### config.mk
export PLATFORM = sky130hd
export DESIGN_NAME = gesture_to_midi_note_allocator
export DESIGN_NICKNAME = d
export VERILOG_FILES = /design/src/hdl/gtmna_pkg.sv /design/src/hdl/gtmna_front.sv /design/src/hdl/gtmna_queue.sv /design/src/hdl/gtmna_back.sv /design/src/hdl/gesture_to_midi_note_allocator.sv
export SDC_FILE = /design/constraint.sdc
export NUM_CORES = 1
export LEC_CHECK = 0
export ABC_AREA = 1
export BUFFER_PORTS_ARGS = -buffer_cell sky130_fd_sc_hd__buf_4
export CORE_MARGIN = 3
export CORE_UTILIZATION = 50
export CTS_BUF_LIST = sky130_fd_sc_hd__clkbuf_16
export DETAILED_ROUTE_END_ITERATION = 8
export PLACE_DENSITY_LB_ADDON = 0.1
export SYNTH_ARGS = -nofsm -noshare
export SYNTH_HDL_FRONTEND = slang
export SYNTH_SLANG_ARGS = --single-unit
### constraint.sdc
create_clock -name clk -period 4.25 [get_ports clk]
set_input_delay 0.2125 -clock clk [delete_from_list [all_inputs] [get_ports clk]]
set_output_delay 0.2125 -clock clk [all_outputs]
set_load 0.01 [all_outputs]
### src/hdl/gtmna_pkg.sv
package gtmna_pkg;

    localparam int HELD_DEPTH  = 16;
    localparam int QUEUE_DEPTH = 2;

    localparam logic [1:0] OP_NOTE_ON  = 2'd0;
    localparam logic [1:0] OP_CONTROLS = 2'd1;
    localparam logic [1:0] OP_RELEASE  = 2'd2;

    localparam logic [1:0] EV_NOTE_OFF = 2'd0;
    localparam logic [1:0] EV_NOTE_ON  = 2'd1;
    localparam logic [1:0] EV_CONTROL  = 2'd2;

    localparam logic [2:0] REG_LEGATO    = 3'd0;
    localparam logic [2:0] REG_CHANNEL   = 3'd1;
    localparam logic [2:0] REG_X_ENABLE  = 3'd2;
    localparam logic [2:0] REG_X_NUMBER  = 3'd3;
    localparam logic [2:0] REG_Y_ENABLE  = 3'd4;
    localparam logic [2:0] REG_Y_NUMBER  = 3'd5;

    // held-list entry, channel in the upper bits
    typedef struct packed {
        logic [3:0] chan_m1;
        logic [6:0] pitch;
    } entry_t;

    typedef struct packed {
        logic [1:0] kind;
        logic [3:0] chan_m1;
        logic [6:0] d1;
        logic [6:0] d2;
    } slot_t;

    // classified request handed from front to back
    typedef struct packed {
        logic [1:0] op;
        logic       legato;
        logic [6:0] pitch;
        logic [6:0] vel;
        logic [3:0] chan_m1;
        logic       x_en;
        logic [6:0] x_num;
        logic [6:0] x_val;
        logic       y_en;
        logic [6:0] y_num;
        logic [6:0] y_val;
    } req_t;

endpackage

### src/hdl/gtmna_front.sv
module gtmna_front (
    input  logic             clk,
    input  logic             rst_n,
    input  logic             start,
    output logic             busy,
    input  logic [1:0]       operation,
    input  logic [6:0]       note,
    input  logic [6:0]       velocity,
    input  logic [15:0]      x_position,
    input  logic [15:0]      y_position,
    input  logic             cfg_write,
    input  logic [2:0]       cfg_index,
    input  logic [6:0]       cfg_data,
    input  logic             queue_full,
    output logic             push,
    output gtmna_pkg::req_t  push_req
);
    import gtmna_pkg::*;

    logic       legato_reg;
    logic [4:0] channel_reg;
    logic       x_en_reg;
    logic [6:0] x_num_reg;
    logic       y_en_reg;
    logic [6:0] y_num_reg;
    logic [3:0] chan_m1;

    // round(pos * 127 / 32768), saturated at 127
    function automatic logic [6:0] cc_scale(input logic [15:0] pos);
        logic [22:0] prod;
        prod = {pos, 7'd0} - {7'd0, pos} + 23'd16384;
        return (prod[22:15] > 8'd127) ? 7'd127 : prod[21:15];
    endfunction

    always_ff @(posedge clk or negedge rst_n)
    begin
        if (!rst_n)
        begin
            legato_reg  <= 1'b0;
            channel_reg <= 5'd1;
            x_en_reg    <= 1'b0;
            x_num_reg   <= 7'd1;
            y_en_reg    <= 1'b0;
            y_num_reg   <= 7'd2;
        end
        else if (cfg_write)
        begin
            case (cfg_index)
                REG_LEGATO:   legato_reg  <= cfg_data[0];
                REG_CHANNEL:  channel_reg <= cfg_data[4:0];
                REG_X_ENABLE: x_en_reg    <= cfg_data[0];
                REG_X_NUMBER: x_num_reg   <= cfg_data;
                REG_Y_ENABLE: y_en_reg    <= cfg_data[0];
                REG_Y_NUMBER: y_num_reg   <= cfg_data;
                default:      ;
            endcase
        end
    end

    always_comb
    begin
        if (channel_reg == 5'd0)
            chan_m1 = 4'd0;
        else if (channel_reg > 5'd16)
            chan_m1 = 4'd15;
        else
            chan_m1 = 4'(channel_reg - 5'd1);
    end

    assign busy = queue_full;
    assign push = start && !queue_full;

    always_comb
    begin
        push_req.op      = operation;
        push_req.legato  = legato_reg;
        push_req.pitch   = note;
        push_req.vel     = (velocity == 7'd0) ? 7'd1 : velocity;
        push_req.chan_m1 = chan_m1;
        push_req.x_en    = x_en_reg;
        push_req.x_num   = x_num_reg;
        push_req.x_val   = cc_scale(x_position);
        push_req.y_en    = y_en_reg;
        push_req.y_num   = y_num_reg;
        push_req.y_val   = cc_scale(y_position);
    end

endmodule

### src/hdl/gtmna_queue.sv
module gtmna_queue (
    input  logic             clk,
    input  logic             rst_n,
    input  logic             push,
    input  gtmna_pkg::req_t  push_req,
    output logic             full,
    output logic             pop_valid,
    input  logic             pop,
    output gtmna_pkg::req_t  pop_req
);
    import gtmna_pkg::*;

    localparam int PTR_W = $clog2(QUEUE_DEPTH);
    localparam int CNT_W = $clog2(QUEUE_DEPTH + 1);
    localparam logic [PTR_W-1:0] PTR_ONE   = PTR_W'(1);
    localparam logic [CNT_W-1:0] CNT_ONE   = CNT_W'(1);
    localparam logic [CNT_W-1:0] CNT_FULL  = CNT_W'(QUEUE_DEPTH);

    req_t             mem_reg [QUEUE_DEPTH];
    logic [PTR_W-1:0] wr_ptr_reg;
    logic [PTR_W-1:0] rd_ptr_reg;
    logic [CNT_W-1:0] count_reg;
    logic [CNT_W-1:0] count_next;
    logic             do_push;
    logic             do_pop;

    assign full      = (count_reg == CNT_FULL);
    assign pop_valid = (count_reg != '0);
    assign pop_req   = mem_reg[rd_ptr_reg];
    assign do_push   = push && !full;
    assign do_pop    = pop && pop_valid;

    always_comb
    begin
        count_next = count_reg;
        if (do_push && !do_pop)
            count_next = count_reg + CNT_ONE;
        else if (do_pop && !do_push)
            count_next = count_reg - CNT_ONE;
    end

    always_ff @(posedge clk or negedge rst_n)
    begin
        if (!rst_n)
        begin
            wr_ptr_reg <= '0;
            rd_ptr_reg <= '0;
            count_reg  <= '0;
        end
        else
        begin
            if (do_push)
                wr_ptr_reg <= wr_ptr_reg + PTR_ONE;
            if (do_pop)
                rd_ptr_reg <= rd_ptr_reg + PTR_ONE;
            count_reg <= count_next;
        end
    end

    always_ff @(posedge clk)
    begin
        if (do_push)
            mem_reg[wr_ptr_reg] <= push_req;
    end

endmodule

### src/hdl/gtmna_back.sv
module gtmna_back #(
    parameter int MAX_HELD = 16
) (
    input  logic             clk,
    input  logic             rst_n,
    input  logic             req_valid,
    input  gtmna_pkg::req_t  req,
    output logic             req_pop,
    output logic             event_strobe,
    output logic [1:0]       event_kind,
    output logic [4:0]       event_channel,
    output logic [6:0]       first_data,
    output logic [6:0]       second_data,
    output logic             last_event
);
    import gtmna_pkg::*;

    localparam int HELD_CAP = (MAX_HELD < HELD_DEPTH) ? MAX_HELD : HELD_DEPTH;
    localparam int CNT_W    = $clog2(HELD_CAP + 1);
    localparam logic [CNT_W-1:0] CAP_COUNT = CNT_W'(HELD_CAP);
    localparam logic [CNT_W-1:0] CNT_ONE   = CNT_W'(1);

    localparam int NUM_SLOTS = 4;
    localparam int SLOT_A    = 0;
    localparam int SLOT_B    = 1;
    localparam int SLOT_X    = 2;
    localparam int SLOT_Y    = 3;
    localparam logic [NUM_SLOTS-1:0] SLOT_ONE = NUM_SLOTS'(1);

    entry_t               held_reg  [HELD_CAP];
    entry_t               held_next [HELD_CAP];
    entry_t               held_up   [HELD_CAP];
    logic [CNT_W-1:0]     count_reg;
    logic [CNT_W-1:0]     count_next;
    logic                 snd_valid_reg;
    logic                 snd_valid_next;
    logic [6:0]           snd_pitch_reg;
    logic [6:0]           snd_pitch_next;
    logic [3:0]           snd_chan_reg;
    logic [3:0]           snd_chan_next;
    slot_t                slot_reg  [NUM_SLOTS];
    slot_t                slot_next [NUM_SLOTS];
    logic [NUM_SLOTS-1:0] pend_reg;
    logic [NUM_SLOTS-1:0] pend_next;
    logic                 rel_reg;
    logic                 rel_next;
    logic                 strobe_reg;
    logic                 strobe_next;
    slot_t                out_reg;
    slot_t                out_next;
    logic                 last_reg;
    logic                 last_next;

    entry_t               new_entry;
    logic [HELD_CAP-1:0]  hit;
    logic [HELD_CAP-1:0]  at_or_after;
    logic                 found;
    logic [NUM_SLOTS-1:0] low_bit;
    logic [1:0]           sel;
    logic                 same_note;

    assign new_entry = {req.chan_m1, req.pitch};
    assign req_pop   = req_valid && (pend_reg == '0) && !rel_reg;
    assign same_note = snd_valid_reg && (snd_pitch_reg == req.pitch)
                       && (snd_chan_reg == req.chan_m1);

    generate
        for (genvar g = 0; g < HELD_CAP; g++)
        begin : g_up
            if (g < HELD_CAP - 1)
            begin : g_shift
                assign held_up[g] = held_reg[g + 1];
            end
            else
            begin : g_top
                assign held_up[g] = held_reg[g];
            end
        end
    endgenerate

    // match search; entries from the hit onward move down on a retrigger
    always_comb
    begin
        logic seen;
        seen = 1'b0;
        for (int j = 0; j < HELD_CAP; j++)
        begin
            hit[j] = (CNT_W'(j) < count_reg) && (held_reg[j] == new_entry);
            seen = seen | hit[j];
            at_or_after[j] = seen;
        end
        found = seen;
    end

    always_comb
    begin
        sel = 2'(SLOT_Y);
        for (int k = NUM_SLOTS - 1; k >= 0; k--)
        begin
            if (pend_reg[k])
                sel = 2'(k);
        end
        low_bit = pend_reg & (~pend_reg + SLOT_ONE);
    end

    always_comb
    begin
        for (int j = 0; j < HELD_CAP; j++)
            held_next[j] = held_reg[j];
        for (int k = 0; k < NUM_SLOTS; k++)
            slot_next[k] = slot_reg[k];
        count_next     = count_reg;
        snd_valid_next = snd_valid_reg;
        snd_pitch_next = snd_pitch_reg;
        snd_chan_next  = snd_chan_reg;
        pend_next      = pend_reg;
        rel_next       = rel_reg;
        strobe_next    = 1'b0;
        out_next       = out_reg;
        last_next      = 1'b0;

        if (pend_reg != '0)
        begin
            strobe_next = 1'b1;
            out_next    = slot_reg[sel];
            pend_next   = pend_reg & ~low_bit;
            last_next   = (pend_next == '0);
        end
        else if (rel_reg)
        begin
            strobe_next = 1'b1;
            out_next    = '{kind: EV_NOTE_OFF, chan_m1: held_reg[0].chan_m1,
                            d1: held_reg[0].pitch, d2: 7'd0};
            for (int j = 0; j < HELD_CAP; j++)
                held_next[j] = held_up[j];
            count_next = count_reg - CNT_ONE;
            last_next  = (count_reg == CNT_ONE);
            rel_next   = (count_reg != CNT_ONE);
        end
        else if (req_pop)
        begin
            slot_next[SLOT_X] = '{kind: EV_CONTROL, chan_m1: req.chan_m1,
                                  d1: req.x_num, d2: req.x_val};
            slot_next[SLOT_Y] = '{kind: EV_CONTROL, chan_m1: req.chan_m1,
                                  d1: req.y_num, d2: req.y_val};
            case (req.op)
                OP_NOTE_ON:
                begin
                    pend_next[SLOT_X] = req.x_en;
                    pend_next[SLOT_Y] = req.y_en;
                    if (req.legato)
                    begin
                        snd_valid_next = 1'b1;
                        snd_pitch_next = req.pitch;
                        snd_chan_next  = req.chan_m1;
                        if (found)
                        begin
                            slot_next[SLOT_A] = '{kind: EV_NOTE_OFF, chan_m1: req.chan_m1,
                                                  d1: req.pitch, d2: 7'd0};
                            slot_next[SLOT_B] = '{kind: EV_NOTE_ON, chan_m1: req.chan_m1,
                                                  d1: req.pitch, d2: req.vel};
                            pend_next[SLOT_A] = 1'b1;
                            pend_next[SLOT_B] = 1'b1;
                            for (int j = 0; j < HELD_CAP; j++)
                            begin
                                if (at_or_after[j] && (CNT_W'(j) + CNT_ONE < count_reg))
                                    held_next[j] = held_up[j];
                                else if (at_or_after[j]
                                         && (CNT_W'(j) + CNT_ONE == count_reg))
                                    held_next[j] = new_entry;
                            end
                        end
                        else
                        begin
                            slot_next[SLOT_A] = '{kind: EV_NOTE_ON, chan_m1: req.chan_m1,
                                                  d1: req.pitch, d2: req.vel};
                            pend_next[SLOT_A] = 1'b1;
                            if (count_reg >= CAP_COUNT)
                            begin
                                // list full: evict the oldest note
                                slot_next[SLOT_B] = '{kind: EV_NOTE_OFF,
                                                      chan_m1: held_reg[0].chan_m1,
                                                      d1: held_reg[0].pitch, d2: 7'd0};
                                pend_next[SLOT_B] = 1'b1;
                                for (int j = 0; j < HELD_CAP; j++)
                                begin
                                    if (j == HELD_CAP - 1)
                                        held_next[j] = new_entry;
                                    else
                                        held_next[j] = held_up[j];
                                end
                            end
                            else
                            begin
                                for (int j = 0; j < HELD_CAP; j++)
                                begin
                                    if (CNT_W'(j) == count_reg)
                                        held_next[j] = new_entry;
                                end
                                count_next = count_reg + CNT_ONE;
                            end
                        end
                    end
                    else if (!same_note)
                    begin
                        slot_next[SLOT_A] = '{kind: EV_NOTE_OFF, chan_m1: snd_chan_reg,
                                              d1: snd_pitch_reg, d2: 7'd0};
                        slot_next[SLOT_B] = '{kind: EV_NOTE_ON, chan_m1: req.chan_m1,
                                              d1: req.pitch, d2: req.vel};
                        pend_next[SLOT_A] = snd_valid_reg;
                        pend_next[SLOT_B] = 1'b1;
                        snd_valid_next    = 1'b1;
                        snd_pitch_next    = req.pitch;
                        snd_chan_next     = req.chan_m1;
                    end
                end
                OP_CONTROLS:
                begin
                    pend_next[SLOT_X] = req.x_en;
                    pend_next[SLOT_Y] = req.y_en;
                end
                OP_RELEASE:
                begin
                    if (req.legato || (count_reg != '0))
                    begin
                        snd_valid_next = 1'b0;
                        rel_next       = (count_reg != '0);
                    end
                    else
                    begin
                        slot_next[SLOT_A] = '{kind: EV_NOTE_OFF, chan_m1: snd_chan_reg,
                                              d1: snd_pitch_reg, d2: 7'd0};
                        pend_next[SLOT_A] = snd_valid_reg;
                        snd_valid_next    = 1'b0;
                    end
                end
                default: ;
            endcase
        end
    end

    always_ff @(posedge clk or negedge rst_n)
    begin
        if (!rst_n)
        begin
            count_reg     <= '0;
            snd_valid_reg <= 1'b0;
            snd_pitch_reg <= 7'd0;
            snd_chan_reg  <= 4'd0;
            pend_reg      <= '0;
            rel_reg       <= 1'b0;
            strobe_reg    <= 1'b0;
            last_reg      <= 1'b0;
        end
        else
        begin
            count_reg     <= count_next;
            snd_valid_reg <= snd_valid_next;
            snd_pitch_reg <= snd_pitch_next;
            snd_chan_reg  <= snd_chan_next;
            pend_reg      <= pend_next;
            rel_reg       <= rel_next;
            strobe_reg    <= strobe_next;
            last_reg      <= last_next;
        end
    end

    always_ff @(posedge clk)
    begin
        for (int j = 0; j < HELD_CAP; j++)
            held_reg[j] <= held_next[j];
        for (int k = 0; k < NUM_SLOTS; k++)
            slot_reg[k] <= slot_next[k];
        out_reg <= out_next;
    end

    assign event_strobe  = strobe_reg;
    assign event_kind    = out_reg.kind;
    assign event_channel = {1'b0, out_reg.chan_m1} + 5'd1;
    assign first_data    = out_reg.d1;
    assign second_data   = out_reg.d2;
    assign last_event    = last_reg;

endmodule

### src/hdl/gesture_to_midi_note_allocator.sv
// Gesture to MIDI note allocator.
// Request channel: a gesture request is taken on a clock edge with start high
// and busy low. operation selects note on with controls, controls only or
// release; note, velocity and the Q1.15 X/Y positions ride along.
// Config port: cfg_write with cfg_index and cfg_data writes one register
// (legato, channel, X/Y CC enables and numbers); write only while idle.
// Event channel: each MIDI event shows for one cycle with event_strobe high;
// last_event marks the final event of a request. The receiver cannot stall.
// Timing: the front classifies and scales the CC values into a two-entry
// queue; the back pops one request, plans it into its pending slots and then
// emits one event per cycle, popping no new request until all are out. A
// request makes 0 to 4 events, or up to MAX_HELD notes for a release, capped
// at 16. A taken request goes to the queue, then to the back's slot registers,
// then to its output register. busy rises while the queue is full.
// Reset: config returns to mono mode, channel 1, CCs off (numbers 1 and 2);
// the held list is empty and no note sounds. Held entries need no clearing.
module gesture_to_midi_note_allocator #(
    parameter int MAX_HELD = 16
) (
    input  logic        clk,
    input  logic        rst_n,
    input  logic        start,
    output logic        busy,
    input  logic [1:0]  operation,
    input  logic [6:0]  note,
    input  logic [6:0]  velocity,
    input  logic [15:0] x_position,
    input  logic [15:0] y_position,
    input  logic        cfg_write,
    input  logic [2:0]  cfg_index,
    input  logic [6:0]  cfg_data,
    output logic        event_strobe,
    output logic [1:0]  event_kind,
    output logic [4:0]  event_channel,
    output logic [6:0]  first_data,
    output logic [6:0]  second_data,
    output logic        last_event
);
    import gtmna_pkg::*;

    logic queue_full;
    logic push;
    req_t push_req;
    logic pop_valid;
    logic pop;
    req_t pop_req;

    gtmna_front u_front (
        .clk        (clk),
        .rst_n      (rst_n),
        .start      (start),
        .busy       (busy),
        .operation  (operation),
        .note       (note),
        .velocity   (velocity),
        .x_position (x_position),
        .y_position (y_position),
        .cfg_write  (cfg_write),
        .cfg_index  (cfg_index),
        .cfg_data   (cfg_data),
        .queue_full (queue_full),
        .push       (push),
        .push_req   (push_req)
    );

    gtmna_queue u_queue (
        .clk       (clk),
        .rst_n     (rst_n),
        .push      (push),
        .push_req  (push_req),
        .full      (queue_full),
        .pop_valid (pop_valid),
        .pop       (pop),
        .pop_req   (pop_req)
    );

    gtmna_back #(
        .MAX_HELD (MAX_HELD)
    ) u_back (
        .clk           (clk),
        .rst_n         (rst_n),
        .req_valid     (pop_valid),
        .req           (pop_req),
        .req_pop       (pop),
        .event_strobe  (event_strobe),
        .event_kind    (event_kind),
        .event_channel (event_channel),
        .first_data    (first_data),
        .second_data   (second_data),
        .last_event    (last_event)
    );

endmodule

# Word-level counts from Yosys, hierarchy flattened
# Memory sizes are Yosys's and may differ from the RTL's.
# Cells that the tools add are included.
totals:
  out_inout_bits: 24
  ramBits: 358
  input_bits: 62
  mem_count: 3
  wordCells: 358
  register_bits: 70
mem_list:
  columns: ["memory", "words", "width", "read_ports", "rd_clocked_by_memory_dff", "wr", "line", "text"]
  rows:
  - ["u_back.held_reg", 16, 11, 16, 0, 16, "gtmna_back.sv:30", "entry_t held_reg [HELD_CAP];"]
  - ["u_queue.mem_reg", 2, 51, 1, 0, 1, "gtmna_queue.sv:19", "req_t mem_reg [QUEUE_DEPTH];"]
  - ["u_back.slot_reg", 4, 20, 1, 0, 4, "gtmna_back.sv:41", "slot_t slot_reg [NUM_SLOTS];"]
op_classes:
  mux: 111
  eq_ne: 68
  order_cmp: 21
  reduce_logical: 98
  add_sub_neg: 13
  bitwise_logic: 21
ops:
  columns: ["operator", "count"]
  rows:
  - ["$mux W176", 7]
  - ["$mux W11", 48]
  - ["$mux W80", 3]
  - ["$eq A11 B11 Y1", 16]
  - ["$mux W20", 5]
  - ["$mux W40", 2]
  - ["$logic_and A1 B1 Y1", 57]
  - ["$add A23 B15 Y23 const B", 2]
  - ["$sub A23 B16 Y23", 2]
  - ["$eq A4 B5 Y1 const A", 8]
  - ["$lt A4 B5 Y1 const A", 8]
  - ["$pmux W20 S2", 1]
  - ["$mux W39", 1]
  - ["$mux W7", 5]
  - ["$mux W5", 6]
  - ["$mux W4", 7]
  - ["$eq A3 B5 Y1 const A", 4]
  - ["$lt A3 B5 Y1 const A", 4]
  - ["$reduce_and A5 Y1", 4]
  - ["$reduce_bool A2 Y1", 10]
  - ["$reduce_and A6 Y1", 3]
  - ["$gt A8 B7 Y1 const B", 2]
  - ["$mux W1", 16]
  - ["$mux W2", 8]
  - ["53 further kinds", 103]

# Longest topological paths before layout
# An unclocked memory read counts as a cell.
depth:
  depth_word: 27
  depth_mapped: 26
  ltp_nobuf: 22

# Cells and area by module
# Synthesis repeated with hierarchy kept, for this count alone.
hier_totals:
  cells_unflattened: 3892
  hier_area_um2: 28219.6
modules_own_cells:
  columns: ["mod", "area_each_um2", "seq_area_each_um2", "cells_each", "n_inst"]
  rows:
  - ["gtmna_back", 20782.4, 8588.2, 2993, 1]
  - ["gtmna_queue", 3990.1, 3163.0, 298, 1]
  - ["gtmna_front", 3447.1, 554.3, 601, 1]

# Worst setup path before layout
# Ideal clock, no wire load.
synth_path:
  path_type: "register -> register"
  from: "register u_back.pend_reg[0]"
  to: "memory u_back.slot_reg[1][0] (netlist bit), enable pin"
  setup_ns: 0.374
  synth_period_minus_slack_ns: 4.234
  t_required_ns: 3.876
  t_arrival_ns: 3.860
  path_buffers: 0
  path_stages_with_launch: 14
  slack_ns: 0.016
  cell_sequence: "dfrtp_1 -> nor2_1 -> inv_1 -> nor3_1 -> inv_1 -> a21oi_1 -> inv_1 -> nor2_1 -> inv_1 -> nor2_1 -> o21ai_0 -> nor2_1 -> o21ai_0 -> inv_1"
synth_lines:
  columns: ["element", "line", "text"]
  rows:
  - ["start, declared", "gtmna_back.sv:43", "logic [NUM_SLOTS-1:0] pend_reg;"]
  - ["start signal, assigned", "gtmna_back.sv:261", "pend_reg <= pend_next;"]
  - ["end, declared", "gtmna_back.sv:41", null]

==> impl_metrics.ini <==
[outcome]
status = completed

[floorplan]
fp-row-count = 86
io_pins = 86
core_sq_um = 55400
die_height_um = 243
initial_core_util_pct = 50.8
die-area_sq_um = 59200
die_x_um = 243

[clocking]
cts_max_level = 2
clk_pin_slew_worst_paths_ns = 0.06
cts_root_buffer = clkbuf_16
insertion_delay_ns = 0.62
numCtsBuffers = 49
clock_sinks = 418
cts_tree = yes
ctsLongestPathBuffers = 3

[yosys]
synth_edf_count = 368
synthDistinctLibCells = 57
synth_top_area_share_pct = 39.2
synth_most_common_cell = nand2_1
synthTopCellsByArea = edfxtp_1, nand2_1, o21ai_0
syn_inst = 3795
yosys-top-cells-count = nand2_1, o21ai_0, edfxtp_1, inv_1, nand3_1
syn_area_sq_um = 28200
yosysTopAreaCell = edfxtp_1
ys_warn_count = 0
ys_async_sr_fraction_pct = 12.0
avgSynthCellArea_sq_um = 7.42
syn-num-nets = 3911
ys_seq_area_share_pct = 43.7
synth_seq_cells = 418
synthFlopType = edfxtp_1

[cells_and_area]
fin_util_pct = 58.1
nNetsFinal = 3975
largest_reg_flops = 176
fillers = 4929
areaGrowthSynthToFinish_pct = 14.4
drive_gt1_share_pct = 10.0
stdcell_area_sq_um = 32200

[pwr]
switching_share_pct = 47.5
power_frac_comb_pct = 53.4
power.total_mw = 26.5
powerDensity_nw_per_um2 = 823
switchingPower_mw = 12.6
intPower_mw = 13.9
p_leak_nw = 14.5
worst_ir_drop_vdd_uv = 481
seqPwrFrac_pct = 28.6
pwr-share-clk_pct = 18.0

[sta]
report.final.slew_viol_count = 0
rsz0062_at_grt = no
hold_slack_ns = 0.0638
tightest_slew_ns = 1.25
layout_min_cycle_time_ns = 4.03
slew_headroom_pct = 16.8
fin_crit_sh_pct = 94.8
finalHoldViolCount = 0
setup_viol = 0
finalSetupTns_ns = 0
max_freq_mhz = 248
skew_ns = 0.0245

[global_routing]
grt_pass1_wl_mm = 151
grt_max_degree = 176
grt_pass1_vias = 25700
grt.total_usage_pct = 32.6
gr-total-overflow = 0
grt_antenna_before_repair = 5

[worst_setup_path]
path_buf_inv = 5
reg2reg_to = u_back.held_reg[0][9]
cp_slowest_cell = dfrtp_2
worstPathRequired_ns = 4.60
worstPathMaxFanout = 16
ff2ff_setup_slack_ns = 0.22
path_class = flop to flop
cp.arrival_ns = 4.38
cp-end-kind = flop
reg2reg_from = u_queue.rd_ptr_reg
cp_cell_sequence = buf_4 -> buf_4 -> nand2_1 -> nand2_2 -> nand2_1 -> nand2_1 -> nand2_1 -> nor2_1 -> nand3_1 -> nand3_1 -> nor2_2 -> nand4_1 -> nor2_2 -> nand4_1 -> nor2_2 -> nand4_4 -> nor2_8 -> buf_6 -> nand2_1 -> buf_4 -> nor3_1 -> nor2_1 -> buf_4
worstRegToRegCells = 23
slowest_delay_ns = 0.44
start_kind = flop
cp_common_cell = nand2_1
path_delay_family = simple AND/OR/NAND/NOR gates

[placement]
place_congestion = 0.959
dp_hpwl_mm = 65.5
placed_area_sq_um = 29900
io_buffers = 85

[drt]
first_iter_violations = 3514
wl_per_cell_um = 21.3
via_count = 27300
vias_per_cell = 5.88
wl_mm = 98.8
ant_nets = 0
firstDrtPassIters = 8
drc_errors = 0

[run]
maxCapViolations = 0

[hold_path]
holdPathStages = 4
whs_endpoint = u_front.legato_reg
hp-class = input port to flop
hp-start = cfg_write
[cell families (layout without fill, tap and decap cells)]
group	count (synthesis)	after routing	share of synthesized area (%)
compound gates	658	658	12.2
xor+xnor	124	124	3.86
fa+ha+maj	54	54	2.40
buf+inv	562	665	8.52
flops	418	418	43.7
mux	7	7	0.249
other cells	0	1	0
simple gates	1972	1973	29.1
[stage by stage]
stage | cells | setup WS (ns)
global placement | 4523 | -0.145
detailed placement | 4523 | -0.351
global route | 4648 | 0.00282
floorplan | 3795 | 0.0161
finish | 4648 | 0.222
CTS | 4646 | 0.000590
[area by class of cell]
type	count	area (sq um)	area share, %
Sequential cell	418	12300	38.2
Timing Repair Buffer	270	2410	7.49
Clock buffer	49	1230	3.81
Antenna cell	1	2.50	0.00777
Multi-Input combinational cell	2816	13600	42.1
Inverter	304	1150	3.57
Tap cell	748	936	2.91
Clock inverter	42	606	1.88
[worst reg2reg max path, delay by kind of cell (launching register included)]
family	cells	cell delay, ns
buf+inv	5	1.02
flops	1	0.44
simple gates	18	2.32
[power by group through the flow]
stage / Clock [mW] / Combinational (mW) / Sequential, mW
5_1_grt: 4.97 / 15.4 / 7.71
4_1_cts: 4.83 / 13.8 / 7.56
6_report: 4.78 / 14.1 / 7.59
3_3_place_gp: 0 / 13.4 / 7.61
2_1_floorplan: 0 / 8.85 / 7.29
3_5_place_dp: 0 / 13.6 / 7.62
[cells in the final DEF (no fill, tap or decap), types with 28 or more instances in the layout]
cell type / count
nand2_1: 1324
o21ai_0: 397
edfxtp_1: 368
inv_1: 305
nand3_1: 287
buf_4: 218
nor2_1: 195
o21ai_1: 144
xor2_1: 111
a21oi_1: 58
ha_1: 54
clkbuf_16: 50
nor3_1: 47
dfrtp_1: 46
nand4_1: 28
dlygate4sd3_1: 28
[worst max path at each step]
stage / to / depth (start not counted) / from / slack (ns)
4_1_cts: u_back.held_reg[2][5] / 19 / u_queue.rd_ptr_reg / 0.0006
5_1_grt: u_back.held_reg[0][9] / 23 / u_queue.rd_ptr_reg / 0.003
3_5_place_dp: u_back.held_reg[0][5] / 20 / u_queue.rd_ptr_reg / -0.35
2_1_floorplan: u_back.slot_reg[1][0] / 13 / u_back.pend_reg[0] / 0.02
6_report: u_back.held_reg[0][9] / 23 / u_queue.rd_ptr_reg / 0.22
3_3_place_gp: u_back.held_reg[0][10] / 20 / u_queue.rd_ptr_reg / -0.15
[per-layer routing]
layer  share of wire [%]  wire [um]  global-route usage, %
met5               0.013         13                      0
met4                 3.7       3690                   12.2
met3                  10      10400                   5.11
met2                  43      43000                   49.5
met1                  42      41800                   47.2
[repair_timing]
action                                 in CTS  in global routing
hold buffers                               28                  0
gates resized for setup                     6                 13
gates cloned                                2                  1
setup endpoints to repair                 199                387
endpoints found under the hold margin     101                  0
buffers inserted                            2                  0
pin swaps                                   1                  1
No activity file was read; power rests on OpenSTA's default activity.
